**config.mk**
```make
export PLATFORM = sky130hd
export DESIGN_NAME = boxavg_back_flat
export DESIGN_NICKNAME = d
export VERILOG_FILES = /design/src/hw/rtl/boxavg_pkg.sv /design/src/hw/rtl/boxavg_stream_if.sv /design/src/hw/rtl/boxavg_back.sv /design/src/flat_wrapper.sv
export SDC_FILE = /design/constraint.sdc
export NUM_CORES = 1
export LEC_CHECK = 0
export ABC_AREA = 0
export BUFFER_PORTS_ARGS = -buffer_cell sky130_fd_sc_hd__buf_2
export CAP_MARGIN = 20
export CORE_MARGIN = 2
export CORE_UTILIZATION = 21
export DETAILED_ROUTE_END_ITERATION = 6
export GPL_TIMING_DRIVEN = 0
export PLACE_DENSITY = 0.79
export SETUP_SLACK_MARGIN = 0.02
export SLEW_MARGIN = 20
export SYNTH_ARGS = -nofsm -noshare
export SYNTH_HDL_FRONTEND = slang
export SYNTH_SLANG_ARGS = --single-unit
export TNS_END_PERCENT = 100
```
**constraint.sdc**
```tcl
create_clock -name clock -period 1 [get_ports clock]
set_input_delay 0.05 -clock clock [delete_from_list [all_inputs] [get_ports clock]]
set_output_delay 0.05 -clock clock [all_outputs]
set_load 0.05 [all_outputs]
```
**src/hw/rtl/boxavg_pkg.sv**
```systemverilog
package boxavg_pkg;

   localparam int DIM_W      = 11;
   localparam int OUT_COLS_W = 9;
   localparam int SAMPLE_W   = 16;
   localparam int COL_W      = 8;
   localparam int ROW_W      = 10;
   localparam int AREA_W     = 2 * DIM_W;
   localparam int SUM_W      = AREA_W + SAMPLE_W;
   localparam int QUOT_W     = 16;

   localparam int CSR_IDX_W  = 3;
   localparam int CSR_DATA_W = DIM_W;

   localparam logic [CSR_IDX_W-1:0] REG_IN_WIDTH   = 3'd0;
   localparam logic [CSR_IDX_W-1:0] REG_IN_HEIGHT  = 3'd1;
   localparam logic [CSR_IDX_W-1:0] REG_OUT_WIDTH  = 3'd2;
   localparam logic [CSR_IDX_W-1:0] REG_OUT_HEIGHT = 3'd3;

   localparam logic [DIM_W-1:0]      RST_IN_WIDTH   = 11'd1024;
   localparam logic [DIM_W-1:0]      RST_IN_HEIGHT  = 11'd1024;
   localparam logic [OUT_COLS_W-1:0] RST_OUT_WIDTH  = 9'd256;
   localparam logic [DIM_W-1:0]      RST_OUT_HEIGHT = 11'd256;

   localparam int QUEUE_DEPTH = 4;
   localparam int QPTR_W      = $clog2(QUEUE_DEPTH);
   localparam int QCNT_W      = $clog2(QUEUE_DEPTH + 1);

   typedef struct packed {
      logic signed [SAMPLE_W-1:0] sample;
   } req_word_type;

   typedef struct packed {
      logic signed [SAMPLE_W-1:0] average;
      logic [COL_W-1:0]           out_col;
      logic [ROW_W-1:0]           out_row;
      logic                       map_done;
   } rsp_word_type;

   typedef struct packed {
      logic [CSR_IDX_W-1:0]  index;
      logic [CSR_DATA_W-1:0] data;
   } csr_word_type;

   typedef struct packed {
      logic signed [SUM_W-1:0] sum;
      logic [COL_W-1:0]        col;
      logic [ROW_W-1:0]        row;
      logic                    done;
   } block_word_type;

   typedef struct packed {
      logic           valid;
      block_word_type word;
   } queue_head_type;

   typedef enum logic [1:0] {
      F_LOAD,
      F_RUN,
      F_ACTIVE
   } front_state_type;

   typedef enum logic [1:0] {
      B_IDLE,
      B_RUN,
      B_FINISH
   } back_state_type;

endpackage

```
**src/hw/rtl/boxavg_stream_if.sv**
```systemverilog
interface boxavg_stream_if #(
   parameter type word_type = logic
);
   logic     valid;
   logic     ready;
   word_type payload;

   modport source (output valid, output payload, input ready);
   modport sink (input valid, input payload, output ready);
endinterface

```
**src/hw/rtl/boxavg_back.sv**
```systemverilog
module boxavg_back (
   input  logic                          clock,
   input  logic                          reset,
   input  boxavg_pkg::queue_head_type    head,
   output logic                          pop,
   input  logic [boxavg_pkg::AREA_W-1:0] area,
   boxavg_stream_if.source               rsp_chan
);
   import boxavg_pkg::*;

   localparam int                 DIV_STEP_W    = $clog2(QUOT_W);
   localparam logic [DIV_STEP_W-1:0] LAST_DIV_STEP = DIV_STEP_W'(QUOT_W - 1);
   localparam logic [QUOT_W-1:0]  QUOT_MAX      = QUOT_W'(1) << (QUOT_W - 1);

   back_state_type state_ff, state_in;

   logic [SUM_W-1:0]      rem_ff, dsh_ff, mag;
   logic [QUOT_W-1:0]     quo_ff, avg_bits;
   logic [DIV_STEP_W-1:0] step_ff;
   logic                  neg_ff, done_ff;
   logic [COL_W-1:0]      col_ff;
   logic [ROW_W-1:0]      row_ff;
   logic                  out_valid_ff;
   rsp_word_type          out_word_ff;
   logic                  out_free, finish, fit;

   assign out_free = !out_valid_ff || rsp_chan.ready;

   always_comb begin
      state_in = state_ff;
      unique case (state_ff)
         B_IDLE: begin
            if (head.valid) begin
               state_in = B_RUN;
            end
         end
         B_RUN: begin
            if (step_ff == LAST_DIV_STEP) begin
               state_in = B_FINISH;
            end
         end
         B_FINISH: begin
            if (out_free) begin
               state_in = head.valid ? B_RUN : B_IDLE;
            end
         end
         default: state_in = B_IDLE;
      endcase
   end

   always_comb begin
      finish = (state_ff == B_FINISH) && out_free;
      pop    = head.valid && ((state_ff == B_IDLE) || finish);
   end

   assign mag = head.word.sum[SUM_W-1] ? SUM_W'(-head.word.sum) : SUM_W'(head.word.sum);
   assign fit = rem_ff >= dsh_ff;
   assign avg_bits = neg_ff ? (QUOT_W'(0) - quo_ff) : quo_ff;

   always_ff @(posedge clock) begin
      if (reset) begin
         state_ff     <= B_IDLE;
         out_valid_ff <= 1'b0;
      end else begin
         state_ff <= state_in;
         if (finish) begin
            out_valid_ff <= 1'b1;
         end else if (rsp_chan.ready) begin
            out_valid_ff <= 1'b0;
         end
      end
   end

   // magnitude restoring division, one quotient bit a cycle
   always_ff @(posedge clock) begin
      if (pop) begin
         rem_ff  <= mag;
         dsh_ff  <= SUM_W'(area) << (QUOT_W - 1);
         quo_ff  <= '0;
         step_ff <= '0;
         neg_ff  <= head.word.sum[SUM_W-1];
         col_ff  <= head.word.col;
         row_ff  <= head.word.row;
         done_ff <= head.word.done;
      end else if (state_ff == B_RUN) begin
         rem_ff  <= fit ? rem_ff - dsh_ff : rem_ff;
         dsh_ff  <= dsh_ff >> 1;
         quo_ff  <= {quo_ff[QUOT_W-2:0], fit};
         step_ff <= step_ff + DIV_STEP_W'(1);
      end
   end

   always_ff @(posedge clock) begin
      if (finish) begin
         out_word_ff.average  <= $signed(avg_bits);
         out_word_ff.out_col  <= col_ff;
         out_word_ff.out_row  <= row_ff;
         out_word_ff.map_done <= done_ff;
      end
   end

   assign rsp_chan.valid   = out_valid_ff;
   assign rsp_chan.payload = out_word_ff;

   a_mean_in_range: assert property (@(posedge clock) disable iff (reset)
      state_ff == B_FINISH |-> (quo_ff <= QUOT_MAX) && (neg_ff || (quo_ff != QUOT_MAX)))
      else $error("block mean outside sample range");

   a_word_from_finish: assert property (@(posedge clock) disable iff (reset)
      $rose(rsp_chan.valid) |-> $past(state_ff == B_FINISH))
      else $error("result word raised outside the finishing cycle");

endmodule

```
**src/flat_wrapper.sv**
```systemverilog
// flat-port wrapper written by rule: the top's interface ports become plain ports
module boxavg_back_flat import boxavg_pkg::*;
  (clock, reset, head, pop, area, rsp_chan_valid, rsp_chan_payload, rsp_chan_ready);
  boxavg_stream_if rsp_chan_i ();
  input  logic clock;
  input  logic reset;
  input  boxavg_pkg::queue_head_type head;
  output logic pop;
  input  logic [boxavg_pkg::AREA_W-1:0] area;
  output wire logic [$bits(rsp_chan_i.valid)-1:0] rsp_chan_valid;
  output wire logic [$bits(rsp_chan_i.payload)-1:0] rsp_chan_payload;
  input wire logic [$bits(rsp_chan_i.ready)-1:0] rsp_chan_ready;
  assign rsp_chan_valid = rsp_chan_i.valid;
  assign rsp_chan_payload = rsp_chan_i.payload;
  assign rsp_chan_i.ready = rsp_chan_ready;
  boxavg_back u_core (.clock(clock), .reset(reset), .head(head), .pop(pop), .area(area), .rsp_chan(rsp_chan_i));
endmodule
```
==> flow_results.xml <==
<?xml version="1.0" encoding="UTF-8"?>
<metrics>
  <group name="status">
    <metric name="run_status" unit="">finished, violations left</metric>
    <metric name="failing_checks" unit="">negative setup slack</metric>
  </group>
  <group name="critical_path">
    <metric name="criticalPathCategory" unit="">flip-flop to output port</metric>
    <metric name="cp.buffers_inverters" unit="">1</metric>
    <metric name="critical_path.max_stage_delay" unit="ns">0.34</metric>
    <metric name="critical_path.slowest_cell" unit="">sky130_fd_sc_hd__dfxtp_4</metric>
    <metric name="path_delay_family" unit="">simple AND/OR/NAND/NOR gates</metric>
    <metric name="crit_path_max_fanout" unit="">2</metric>
    <metric name="setup.worst_path.end_class" unit="">output port</metric>
    <metric name="critical_path_arrival" unit="ns">1.18</metric>
    <metric name="critical_path.cell_chain" unit="">and3b_4 -&gt; nor3b_4 -&gt; buf_6</metric>
    <metric name="cp-start-kind" unit="">flip-flop</metric>
    <metric name="cp_data_required_time" unit="ns">0.95</metric>
  </group>
  <group name="timing">
    <metric name="clock-skew-final" unit="ns">0.00432</metric>
    <metric name="clock.fmax" unit="GHz">0.813</metric>
    <metric name="finalMaxSlewViolations" unit="">0</metric>
    <metric name="final_worst_setup_slack" unit="ns">-0.230</metric>
    <metric name="setup_viol" unit="">9</metric>
    <metric name="grt_setup_unrepaired" unit="">yes</metric>
    <metric name="timing.final.crit_period" unit="ns">1.23</metric>
    <metric name="tightest_slew" unit="ns">0.246</metric>
    <metric name="relative_max_transition_margin" unit="">0.837</metric>
    <metric name="fraction_of_the_cycle_the_final_worst_path_needs" unit="">1.23</metric>
    <metric name="report.final.hold_viol_count" unit="">0</metric>
  </group>
  <group name="detailed_routing">
    <metric name="drt-total-wl" unit="um">755</metric>
    <metric name="drt_first_iter_violations" unit="">4</metric>
    <metric name="first_drt_pass_iteration_count" unit="">2</metric>
    <metric name="drc_errors" unit="">0</metric>
    <metric name="via_count" unit="">311</metric>
    <metric name="post_drt_via_cell_ratio" unit="">3.99</metric>
    <metric name="avgRoutedWirePerCell" unit="um">9.68</metric>
    <metric name="drt.antenna.violating_nets" unit="">0</metric>
  </group>
  <group name="floorplanning">
    <metric name="io_count" unit="">86</metric>
    <metric name="total_die_area" unit="sq um">2340</metric>
    <metric name="initial_cell_density_of_the_core" unit="">0.218</metric>
    <metric name="y_dimension_of_the_die" unit="um">48.4</metric>
    <metric name="die_x" unit="um">48.4</metric>
    <metric name="num_rows" unit="">16</metric>
    <metric name="design.core.area" unit="sq um">1900</metric>
  </group>
  <group name="power_and_ir_drop">
    <metric name="power.share.switching" unit="">0.240</metric>
    <metric name="worst_ir_drop_vdd" unit="V">0.000373</metric>
    <metric name="design_power_total" unit="uW">799</metric>
    <metric name="power.density" unit="nW/um^2">1390</metric>
    <metric name="p_leak" unit="uW">0.000225</metric>
    <metric name="clockPowerShare" unit="">0.338</metric>
    <metric name="power_frac_seq" unit="">0.520</metric>
    <metric name="switching_power" unit="uW">192</metric>
    <metric name="internal_power" unit="uW">607</metric>
    <metric name="power_frac_comb" unit="">0.142</metric>
  </group>
  <group name="synth">
    <metric name="synthCells" unit="">36</metric>
    <metric name="avgSynthCellArea" unit="sq um">11.5</metric>
    <metric name="synth.top_cell.area_share" unit="">0.338</metric>
    <metric name="synth_cell_types" unit="">23</metric>
    <metric name="post_synth_instance_area" unit="sq um">414</metric>
    <metric name="mappedNetlistNets" unit="">120</metric>
    <metric name="synth-main-ff-cell" unit="">sky130_fd_sc_hd__dfxtp_1</metric>
    <metric name="yosysTopAreaCell" unit="">sky130_fd_sc_hd__dfxtp_1</metric>
    <metric name="synth_seq_area_share" unit="">0.483</metric>
    <metric name="synth-seq-cells" unit="">9</metric>
    <metric name="synth_async_sr_flop_share" unit="">0</metric>
    <metric name="yosys-top-cells-area" unit="">sky130_fd_sc_hd__dfxtp_1 34%, sky130_fd_sc_hd__edfxtp_1 15%, sky130_fd_sc_hd__nor2_1 4.5%</metric>
    <metric name="synth.most_common_cell" unit="">sky130_fd_sc_hd__dfxtp_1</metric>
    <metric name="synth.cells.most_frequent" unit="">7 x sky130_fd_sc_hd__dfxtp_1, 5 x sky130_fd_sc_hd__nor2_1, 2 x sky130_fd_sc_hd__a21oi_1, 2 x sky130_fd_sc_hd__edfxtp_1, 2 x sky130_fd_sc_hd__nand2b_1</metric>
    <metric name="yosys_warnings" unit="">0</metric>
    <metric name="post_synth_edffs" unit="">2</metric>
  </group>
  <group name="global_routing">
    <metric name="global_route.overflow_total" unit="">0</metric>
    <metric name="number_of_antenna_violations_at_the_first_check_in_global_routing" unit="">0</metric>
    <metric name="first_global_vias" unit="">335</metric>
    <metric name="gr-usage-all-layers" unit="">0.0735</metric>
    <metric name="pin_count_of_the_biggest_net_entering_global_routing" unit="">7</metric>
    <metric name="grt_first_pass_wirelength" unit="um">1320</metric>
  </group>
  <group name="job">
    <metric name="max-cap-violations" unit="">0</metric>
  </group>
  <group name="clock_tree">
    <metric name="cts.htree.levels" unit="">1</metric>
    <metric name="tritoncts" unit="">done</metric>
    <metric name="cts.clk_slew.worst_paths" unit="ns">0.06</metric>
    <metric name="cts-root-buf" unit="">sky130_fd_sc_hd__clkbuf_4</metric>
    <metric name="worst_skew_pair.late_latency" unit="ns">0.25</metric>
    <metric name="clock_sink_count" unit="">9</metric>
    <metric name="numCtsBuffers" unit="">3</metric>
    <metric name="cts_max_path_buffers" unit="">2</metric>
  </group>
  <group name="placement">
    <metric name="placement.io_buffers" unit="">7</metric>
    <metric name="gp_congestion" unit="">0.746</metric>
    <metric name="pre_cts_slack" unit="ns">-0.309</metric>
    <metric name="detailed_place_hpwl" unit="um">488</metric>
  </group>
  <group name="layout">
    <metric name="num_antenna_cells" unit="">0</metric>
    <metric name="syn_to_final_growth" unit="%">39.3</metric>
    <metric name="finish.net_count" unit="">136</metric>
    <metric name="layout_cells_sized_above_1" unit="">0.529</metric>
  </group>
  <group name="hold_path">
    <metric name="min_path_type" unit="">input pin to flip-flop</metric>
  </group>
</metrics>
[path summary, 6_finish.rpt]
path | start | end | slack (ns) | cells after the start
max reg2reg | u_core.state_ff[1]$_SDFFE_PP0P_ | u_core.done_ff$_DFFE_PP_ | -0.21 | 3
min reg2reg | u_core.done_ff$_DFFE_PP_ | u_core.rsp_chan.payload$_DFFE_PP_ | 0.43 | 0
max | u_core.state_ff[1]$_SDFFE_PP0P_ | pop | -0.23 | 3
min | rsp_chan_ready | u_core.rsp_chan.valid$_SDFFE_PP0P_ | 0.11 | 3
[metrics by stage]
stage | area (sq um) | instances | TNS, ns | util | hold WS (ns)
floorplan | 418 | 36 | -3.28 | - | 0.109
global placement | 487 | 70 | -1.25 | 0.256 | 0.227
detailed placement | 487 | 70 | -1.46 | 0.256 | 0.231
CTS | 562 | 78 | -1.02 | 0.295 | 0.0947
global route | 577 | 78 | -1.58 | 0.303 | 0.0985
finish | 577 | 78 | -1.19 | 0.303 | 0.112
[logic make-up after synthesis]
kind of cell | count (synthesis) | share of synthesized area
AND/OR/NAND/NOR | 19 | 0.344
flip-flops | 9 | 0.483
AO/OA/AOI/OAI | 3 | 0.0483
XOR/XNOR | 2 | 0.0423
buffers and inverters | 1 | 0.0272
multiplexers | 1 | 0.0242
adder cells (fa/ha/maj) | 1 | 0.0302
[power by group through the flow]
stage	sequential, uW	combinational, uW	clock (uW)
2_1_floorplan	418	80.3	0
3_3_place_gp	421	98.2	0
3_5_place_dp	422	102	0
4_1_cts	412	120	288
5_1_grt	420	125	317
6_report	416	114	270
[flip-flops by register name, indices dropped and copies added, names as in the netlist]
signal and count:
u_core.step_ff 4, u_core.rsp_chan.valid 1, u_core.done_ff 1, u_core.rsp_chan.payload 1, u_core.state_ff 2
[cell usage in the layout (no fill, tap or decap), drive strengths merged]
master        n
a21oi         2
and2          1
and3          2
and3b         1
buf          10
clkbuf        4
dfxtp         7
dlygate4sd3   2
edfxtp        2
ha            1
mux2i         1
nand2b        2
nand3         1
nand3b        1
nand4         1
nor2          5
nor2b         2
nor3b         1
nor4          1
o21ba         1
or2b          1
xnor2         1
xor2          1
[worst min-delay path: stages]
cell                       delay, ns
sky130_fd_sc_hd__buf_2          0.09
sky130_fd_sc_hd__nand2b_1       0.13
sky130_fd_sc_hd__a21oi_2        0.06
[final cells by class]
class                      instances  area [sq um]
sequential                         9           210
fill                             202          1330
tap                               27          33.8
multi-input combinational         26           219
clock buffer                       4          26.3
timing repair buffer              12          87.6
[timing repair]
action | 4_1_cts | 5_1_grt
pin swaps | 1 | 3
buffers inserted | 2 | 1
hold buffers | 2 | 0
hold endpoints to repair | 3 | 0
resized for setup | 6 | 6
endpoints found under the setup margin | 9 | 9
[metal layers]
metal / share of wire / up-vias / GRT usage / wire length [um]
li1: - / 157 / - / -
met1: 0.46 / 150 / 0.0796 / 345
met2: 0.53 / 4 / 0.130 / 400
met3: 0.013 / 0 / 0.00926 / 10
met4: 0 / 0 / 0.0571 / 0
met5: 0 / - / 0 / 0
Power figures use the tool's default switching activity.
