### config.mk
export PLATFORM = sky130hd
export DESIGN_NAME = boxavg_queue
export DESIGN_NICKNAME = d
export VERILOG_FILES = /design/src/hw/rtl/boxavg_pkg.sv /design/src/hw/rtl/boxavg_queue.sv
export SDC_FILE = /design/constraint.sdc
export NUM_CORES = 1
export LEC_CHECK = 0
export BUFFER_PORTS_ARGS = -buffer_cell sky130_fd_sc_hd__buf_4
export CAP_MARGIN = 25
export CORE_MARGIN = 5
export CORE_UTILIZATION = 60
export DETAILED_ROUTE_END_ITERATION = 10
export PLACE_DENSITY = 0.89
export SETUP_SLACK_MARGIN = 0.15
export SLEW_MARGIN = 20
export SYNTH_ARGS = -nofsm -noshare
export SYNTH_HDL_FRONTEND = slang
export SYNTH_SLANG_ARGS = --single-unit
### constraint.sdc
create_clock -name clock -period 7.25 [get_ports clock]
set_input_delay 1.45 -clock clock [delete_from_list [all_inputs] [get_ports clock]]
set_output_delay 1.45 -clock clock [all_outputs]
set_load 0.005 [all_outputs]
### src/hw/rtl/boxavg_pkg.sv
package boxavg_pkg;

   localparam int DIM_W      = 11;
   localparam int OUT_COLS_W = 9;
   localparam int SAMPLE_W   = 16;
   localparam int COL_W      = 8;
   localparam int ROW_W      = 10;
   localparam int AREA_W     = 2 * DIM_W;
   localparam int SUM_W      = AREA_W + SAMPLE_W;
   localparam int QUOT_W     = 16;

   localparam int CSR_IDX_W  = 3;
   localparam int CSR_DATA_W = DIM_W;

   localparam logic [CSR_IDX_W-1:0] REG_IN_WIDTH   = 3'd0;
   localparam logic [CSR_IDX_W-1:0] REG_IN_HEIGHT  = 3'd1;
   localparam logic [CSR_IDX_W-1:0] REG_OUT_WIDTH  = 3'd2;
   localparam logic [CSR_IDX_W-1:0] REG_OUT_HEIGHT = 3'd3;

   localparam logic [DIM_W-1:0]      RST_IN_WIDTH   = 11'd1024;
   localparam logic [DIM_W-1:0]      RST_IN_HEIGHT  = 11'd1024;
   localparam logic [OUT_COLS_W-1:0] RST_OUT_WIDTH  = 9'd256;
   localparam logic [DIM_W-1:0]      RST_OUT_HEIGHT = 11'd256;

   localparam int QUEUE_DEPTH = 4;
   localparam int QPTR_W      = $clog2(QUEUE_DEPTH);
   localparam int QCNT_W      = $clog2(QUEUE_DEPTH + 1);

   typedef struct packed {
      logic signed [SAMPLE_W-1:0] sample;
   } req_word_type;

   typedef struct packed {
      logic signed [SAMPLE_W-1:0] average;
      logic [COL_W-1:0]           out_col;
      logic [ROW_W-1:0]           out_row;
      logic                       map_done;
   } rsp_word_type;

   typedef struct packed {
      logic [CSR_IDX_W-1:0]  index;
      logic [CSR_DATA_W-1:0] data;
   } csr_word_type;

   typedef struct packed {
      logic signed [SUM_W-1:0] sum;
      logic [COL_W-1:0]        col;
      logic [ROW_W-1:0]        row;
      logic                    done;
   } block_word_type;

   typedef struct packed {
      logic           valid;
      block_word_type word;
   } queue_head_type;

   typedef enum logic [1:0] {
      F_LOAD,
      F_RUN,
      F_ACTIVE
   } front_state_type;

   typedef enum logic [1:0] {
      B_IDLE,
      B_RUN,
      B_FINISH
   } back_state_type;

endpackage

### src/hw/rtl/boxavg_queue.sv
module boxavg_queue (
   input  logic                       clock,
   input  logic                       reset,
   input  logic                       push_valid,
   input  boxavg_pkg::block_word_type push_word,
   output logic                       queue_room,
   input  logic                       pop,
   output boxavg_pkg::queue_head_type head
);
   import boxavg_pkg::*;

   localparam logic [QCNT_W-1:0] ROOM_LIMIT = QCNT_W'(QUEUE_DEPTH - 2);
   localparam logic [QCNT_W-1:0] FULL_COUNT = QCNT_W'(QUEUE_DEPTH);

   block_word_type      entries_ff [QUEUE_DEPTH];
   logic [QPTR_W-1:0]   wr_ptr_ff, rd_ptr_ff;
   logic [QCNT_W-1:0]   count_ff;

   // room for one word in flight plus the one being offered
   assign queue_room = count_ff <= ROOM_LIMIT;
   assign head.valid = count_ff != '0;
   assign head.word  = entries_ff[rd_ptr_ff];

   always_ff @(posedge clock) begin
      if (reset) begin
         wr_ptr_ff <= '0;
         rd_ptr_ff <= '0;
         count_ff  <= '0;
      end else begin
         if (push_valid) begin
            wr_ptr_ff <= wr_ptr_ff + QPTR_W'(1);
         end
         if (pop) begin
            rd_ptr_ff <= rd_ptr_ff + QPTR_W'(1);
         end
         unique case ({push_valid, pop})
            2'b10:   count_ff <= count_ff + QCNT_W'(1);
            2'b01:   count_ff <= count_ff - QCNT_W'(1);
            default: count_ff <= count_ff;
         endcase
      end
   end

   always_ff @(posedge clock) begin
      if (push_valid) begin
         entries_ff[wr_ptr_ff] <= push_word;
      end
   end

   a_no_overflow: assert property (@(posedge clock) disable iff (reset)
      push_valid |-> (count_ff != FULL_COUNT) || pop)
      else $error("queue overflow");

   a_no_underflow: assert property (@(posedge clock) disable iff (reset)
      pop |-> count_ff != '0)
      else $error("queue underflow");

endmodule

==> run_results.csv, run 1 <==
group,metric,value,unit
synthesis,syn_nets,411,
cells_and_area,seq_area,0.00703,mm^2
floorplan,rows,43,
synthesis,yosysTopAreaCellShare,0.791,
clock_network,cts-root-buf,"clkbuf_16",
cells_and_area,multiInputGateArea,0.00152,mm^2
pwr,p_clk_frac,0.368,
global_route,overflow,0,
cells_and_area,stdcell_area,0.0105,mm^2
route,dr.pass1.iters,4,
worst_hold_path,hp-class,"reg2reg",
clock_network,cts_buffers,24,
worst_setup_path,regToRegStartpoint,"wr_ptr_ff[0]$_SDFFE_PP0P_",
synthesis,synth_most_common_cell,"edfxtp_1",
synthesis,yosys.area.top_type,"edfxtp_1",
timing,max_freq,247,MHz
clock_network,clock-sinks,237,
clock_network,cts.repair.resized,0,
floorplan,io-pin-count,120,
placed_design,port_buffers,119,
worst_setup_path,crit_fanout,43,
route,vias_per_cell,5.75,
global_route,grt_max_degree,46,
cells_and_area,fillers,760,
floorplan,die_h,130,um
run,maxCapViolCount,0,
placed_design,finalWeightedCongestion,0.689,
global_route,antenna_found_initial,1,
pwr,peakVddDrop,0.225,mV
timing,skew,0.00490,ns
timing,setup_tns,0,ns
clock_network,clk_path_buf_depth,3,
synthesis,yosysWarningCount,0,
synthesis,synth_cell_types,19,
floorplan,initial_utilization,0.619,
route,first_iter_violations,236,
global_route,grt_pass1_wl,23.3,mm
pwr,netSwitchingFraction,0.203,
timing,whs,0.517,ns
worst_setup_path,crit_top_cell,"buf_4",
route,routed_wl,15.3,mm
clock_network,cts_tree,"built",
route,postRouteAntennaNets,0,
cells_and_area,nets,549,
clock_network,insertion_delay,0.49,ns
timing,relSlewSlack,0.419,
timing,period_share,0.558,
clock_network,post_cts_buffers,0,
synthesis,synthTopCellsByCount,"228 x edfxtp_1, 57 x mux4_2, 9 x dfxtp_1, 8 x nor2_1, 6 x inv_1",
worst_setup_path,reg2regPathDepth,4,
pwr,p_leak,0.00356,uW
route,num_vias,3907,
worst_setup_path,rrSetupSlack,5.10,ns
worst_setup_path,crit_arrival,2.59,ns
timing,rsz0062_at_grt,"false",
clock_network,path_clk_slew,0.06,ns
floorplan,dieArea,0.0169,mm^2
synthesis,synth_cells,344,
timing,final-max-slew-violation-count,0,
route,drc,0,
route,route.detailed.wl_per_inst,22.6,um
pwr,combPwrFrac,0.099,
global_route,grt_pass1_vias,4223,
worst_setup_path,startpoint_type,"flip-flop",
pwr,seq_power_share,0.533,
clock_network,htree_levels,1,
worst_setup_path,worstReg2RegEnd,"entries_ff[0][8]$_DFFE_PP_",
worst_setup_path,max_stage_delay,0.72,ns
synthesis,ys_seq_area_frac,0.812,
synthesis,synth_flop_cell,"edfxtp_1",
placed_design,dp_hpwl,9.34,mm
pwr,p_int,2390,uW
timing,period_minus_slack,4.04,ns
placed_design,dpl_cell_area,0.00973,mm^2
synthesis,synth_area,0.00865,mm^2
timing,tightest_slew,0.871,ns
pwr,power_density,287,mW/mm^2
timing,hold_viol,0,
cells_and_area,insertedDiodeCount,0,
worst_setup_path,worstPathRequired,5.80,ns
cells_and_area,layout-drive-gt1-share,0.437,
run_status,status,"finished, final reports clean",
clock_network,postCtsHoldBufs,0,
synthesis,synth-seq-cells,237,
worst_setup_path,cp_slowest_cell,"buf_4",
cells_and_area,syn_to_final_growth,20.8,%
synthesis,postSynthAreaPerCell,25.2,um^2
worst_setup_path,cp-endpoint,"head[34]",
synthesis,async_flop_share,0,
pwr,switchingPower,609,uW
worst_setup_path,path_class,"reg2out",
synthesis,synth_enable_flop_cells,228,
worst_setup_path,end_kind,"primary output",
worst_setup_path,path_cells,"buf_4 -> mux4_2 -> buf_4",
floorplan,core_area,0.0140,mm^2
floorplan,fp.dieW,130,um
timing,setup_violations,0,
global_route,track_usage,0.184,
synthesis,synth_area_leaders,"edfxtp_1 79%, mux4_2 15%, dfxtp_1 2.1%",
==> layer usage <==
metal	part of all wire	vias to the layer above	global-route usage
met1	0.39	2017	0.241
met4	0.0091	2	0.0410
met2	0.53	148	0.321
met5	0.00085	-	0
met3	0.071	13	0.0434
li1	-	1727	-
==> area by class of cell <==
type	count	share of cell area
Sequential cell	237	0.673
Multi-Input combinational cell	88	0.145
Timing Repair Buffer	125	0.0898
Clock buffer	36	0.0657
Tap cell	180	0.0215
Clock inverter	7	0.00287
Inverter	6	0.00215
==> power by group through the flow <==
stage | logic, uW | registers (uW) | clock network [uW]
6_report | 296 | 1600 | 1100
3_5_place_dp | 301 | 1630 | 0
3_3_place_gp | 291 | 1620 | 0
4_1_cts | 304 | 1600 | 1120
5_1_grt | 321 | 1600 | 1190
2_1_floorplan | 156 | 1610 | 0
==> worst max-delay path, delay by kind of cell (launching register included) <==
family / cells / cell delay [ns]
buffers and inverters: 2 / 0.88
DFF: 1 / 0.53
muxes: 1 / 0.64
==> flip-flops by register name (all words and copies together) (netlist names), named ones only <==
name        cells
count_ff        3
wr_ptr_ff       2
entries_ff    228
rd_ptr_ff       2
==> logic make-up (layout without fill, tap and decap cells) <==
family	Yosys count	in the layout	synth area share
DFF	237	237	0.812
muxes	58	58	0.150
buffers and inverters	19	174	0.0132
and+or+nand+nor	15	15	0.00824
adders and majority gates	6	6	0.00954
xor gates and xnor gates	5	5	0.00506
AOI/OAI and AO/OA	4	4	0.00231
==> cell usage in the layout, fill, tap and decap left out, drive strengths merged, types with 4 or more instances in the layout <==
cell / n
dfxtp: 9
clkbuf: 36
ha: 5
clkinv: 7
mux4: 57
and2: 4
nor2: 8
buf: 125
edfxtp: 228
inv: 6
==> how the worst min path moves through the flow <==
stage          cells past startpoint  slack, ns                startpoint                       end
6_report                           2       0.52  count_ff[2]$_SDFFE_PP0P_  count_ff[2]$_SDFFE_PP0P_
5_1_grt                            2       0.56  count_ff[2]$_SDFFE_PP0P_  count_ff[2]$_SDFFE_PP0P_
4_1_cts                            2       0.51  count_ff[2]$_SDFFE_PP0P_  count_ff[2]$_SDFFE_PP0P_
3_5_place_dp                       2       0.50  count_ff[2]$_SDFFE_PP0P_  count_ff[2]$_SDFFE_PP0P_
3_3_place_gp                       2       0.48  count_ff[2]$_SDFFE_PP0P_  count_ff[2]$_SDFFE_PP0P_
2_1_floorplan                      2       0.47  count_ff[2]$_SDFFE_PP0P_  count_ff[2]$_SDFFE_PP0P_
==> per-stage QoR <==
stage,setup WS [ns],util,power (uW),std cells
5_1_grt,2.96,0.747,3120,679
4_1_cts,3.10,0.747,3020,679
3_5_place_dp,3.65,0.696,1930,636
3_3_place_gp,3.66,0.696,1910,636
6_report,3.21,0.747,2990,679
2_1_floorplan,4.03,-,1770,344
Power figures use the tool's default switching activity.
==> inputs of run 2 (changes only) <==
--- a/config.mk
+++ b/config.mk
@@ -8,9 +8,9 @@
 export BUFFER_PORTS_ARGS = -buffer_cell sky130_fd_sc_hd__buf_4
 export CAP_MARGIN = 25
 export CORE_MARGIN = 5
-export CORE_UTILIZATION = 60
+export CORE_UTILIZATION = 57
 export DETAILED_ROUTE_END_ITERATION = 10
-export PLACE_DENSITY = 0.89
+export PLACE_DENSITY = 0.85
 export SETUP_SLACK_MARGIN = 0.15
 export SLEW_MARGIN = 20
 export SYNTH_ARGS = -nofsm -noshare
==> constraint.sdc (replaced) <==
create_clock -name clock -period 3.8 [get_ports clock]
set_input_delay 0.76 -clock clock [delete_from_list [all_inputs] [get_ports clock]]
set_output_delay 0.76 -clock clock [all_outputs]
set_load 0.005 [all_outputs]
==> run_results.csv, run 2 (same netlist as run 1, synthesis figures left out) <==
group,metric,value,unit
run_status,status,"finished, final reports clean",
route,route.detailed.wl_per_inst,22.0,um
clock_network,htree_levels,1,
clock_network,insertion_delay,0.49,ns
worst_setup_path,regToRegStartpoint,"wr_ptr_ff[0]$_SDFFE_PP0P_",
worst_hold_path,hp-class,"in2reg",
floorplan,die_h,133,um
cells_and_area,syn_to_final_growth,20.4,%
timing,skew,0.00645,ns
floorplan,dieArea,0.0177,mm^2
clock_network,cts_buffers,23,
worst_setup_path,cp_slowest_cell,"dfxtp_4",
worst_setup_path,crit_arrival,2.27,ns
route,postRouteAntennaNets,0,
pwr,combPwrFrac,0.098,
global_route,grt_max_degree,58,
cells_and_area,layout_commonest_cell,"edfxtp_1",
global_route,track_usage,0.171,
pwr,netSwitchingFraction,0.205,
timing,setup_tns,0,ns
cells_and_area,fillers,914,
cells_and_area,largest_reg_flops,228,
clock_network,postCtsHoldBufs,0,
timing,whs,0.465,ns
clock_network,path_clk_slew,0.06,ns
timing,period_share,0.798,
worst_setup_path,crit_family,"flip-flops",
timing,tightest_slew,0.875,ns
placed_design,finalWeightedCongestion,0.690,
timing,rsz0062_at_grt,"false",
placed_design,dp_cells,640,
pwr,seq_power_share,0.541,
clock_network,post_cts_buffers,0,
cells_and_area,final_cells,679,
global_route,grt_pass1_vias,4238,
clock_network,cts-root-buf,"clkbuf_16",
floorplan,fp.dieW,133,um
cells_and_area,seq_area,0.00703,mm^2
worst_setup_path,path_cells,"buf_12 -> mux4_2 -> buf_4",
pwr,power_density,542,mW/mm^2
cells_and_area,layout_common_cells,"228 x edfxtp_1, 119 x buf_4, 57 x mux4_2",
clock_network,cts.repair.resized,0,
floorplan,initial_utilization,0.576,
floorplan,io-pin-count,120,
route,routed_wl,14.9,mm
pwr,p_clk_frac,0.361,
route,vias_per_cell,5.67,
pwr,p_leak,0.00352,uW
placed_design,dp_hpwl,8.65,mm
timing,relSlewSlack,0.416,
cells_and_area,reg_top3,"entries_ff x228, count_ff x3",
worst_setup_path,path_class,"reg2out",
cells_and_area,layout-drive-gt1-share,0.432,
placed_design,port_buffers,119,
worst_setup_path,crit_fanout,35,
global_route,grt_pass1_wl,23.6,mm
timing,period_minus_slack,3.03,ns
global_route,antenna_found_initial,0,
worst_setup_path,max_stage_delay,0.66,ns
worst_setup_path,end_kind,"primary output",
worst_setup_path,path_buf_inv,2,
pwr,switchingPower,1160,uW
pwr,peakVddDrop,0.352,mV
clock_network,clk_path_buf_depth,3,
cells_and_area,top_register,"entries_ff",
cells_and_area,insertedDiodeCount,0,
floorplan,rows,45,
route,first_iter_violations,311,
clock_network,cts_tree,"built",
placed_design,dp_slack,1.22,ns
route,drc,0,
run,maxCapViolCount,0,
clock_network,clock-sinks,237,
pwr,p_int,4490,uW
worst_setup_path,startpoint_type,"flip-flop",
route,dr.pass1.iters,4,
timing,fin_ws,0.769,ns
global_route,overflow,0,
cells_and_area,multiInputGateArea,0.00152,mm^2
timing,setup_violations,0,
timing,hold_viol,0,
floorplan,core_area,0.0150,mm^2
cells_and_area,nets,544,
route,num_vias,3853,
timing,final-max-slew-violation-count,0,
worst_setup_path,worstPathRequired,3.04,ns
worst_hold_path,hp-start,"push_word[52]",
timing,max_freq,330,MHz
run 2: changes by cell type in the layout (fill, tap and decap cells not counted), sizes merged:
cell      delta
bufinv       +1
clkinvlp     +1
buf          -4
clkbuf       -6
run 2: layout make-up:
class | instances | share of cell area
Clock buffer | 30 | 0.0578
Clock inverter | 9 | 0.00649
Inverter | 6 | 0.00216
Multi-Input combinational cell | 88 | 0.146
Sequential cell | 237 | 0.675
Tap cell | 188 | 0.0226
Timing Repair Buffer | 121 | 0.0896
run 2: worst paths after layout:
check	endpoint	slack, ns	depth (start not counted)
min reg2reg	count_ff[2]$_SDFFE_PP0P_	0.52	2
max	head[43]	0.77	3
max reg2reg	entries_ff[2][40]$_DFFE_PP_	2.09	3
min	entries_ff[3][52]$_DFFE_PP_	0.47	1
run 2: power by group through the flow:
stage,Sequential (uW),Combinational [uW],Clock [uW]
5_1_grt,3070,602,2190
4_1_cts,3060,568,2080
6_report,3050,553,2040
3_5_place_dp,3110,564,0
3_3_place_gp,3100,554,0
2_1_floorplan,3080,297,0
run 2: through the flow:
step	power (uW)	util	instance area, um^2
5_1_grt	5860	0.693	10400
2_1_floorplan	3380	-	8650
3_3_place_gp	3660	0.648	9740
3_5_place_dp	3680	0.648	9740
6_report	5650	0.693	10400
4_1_cts	5710	0.693	10400
run 2: metal layers:
layer	global-route usage	wire (um)	vias up
li1	-	-	1712
met1	0.227	5980	2007
met2	0.292	7840	120
met3	0.0393	969	14
met4	0.0434	141	0
met5	0	0	-
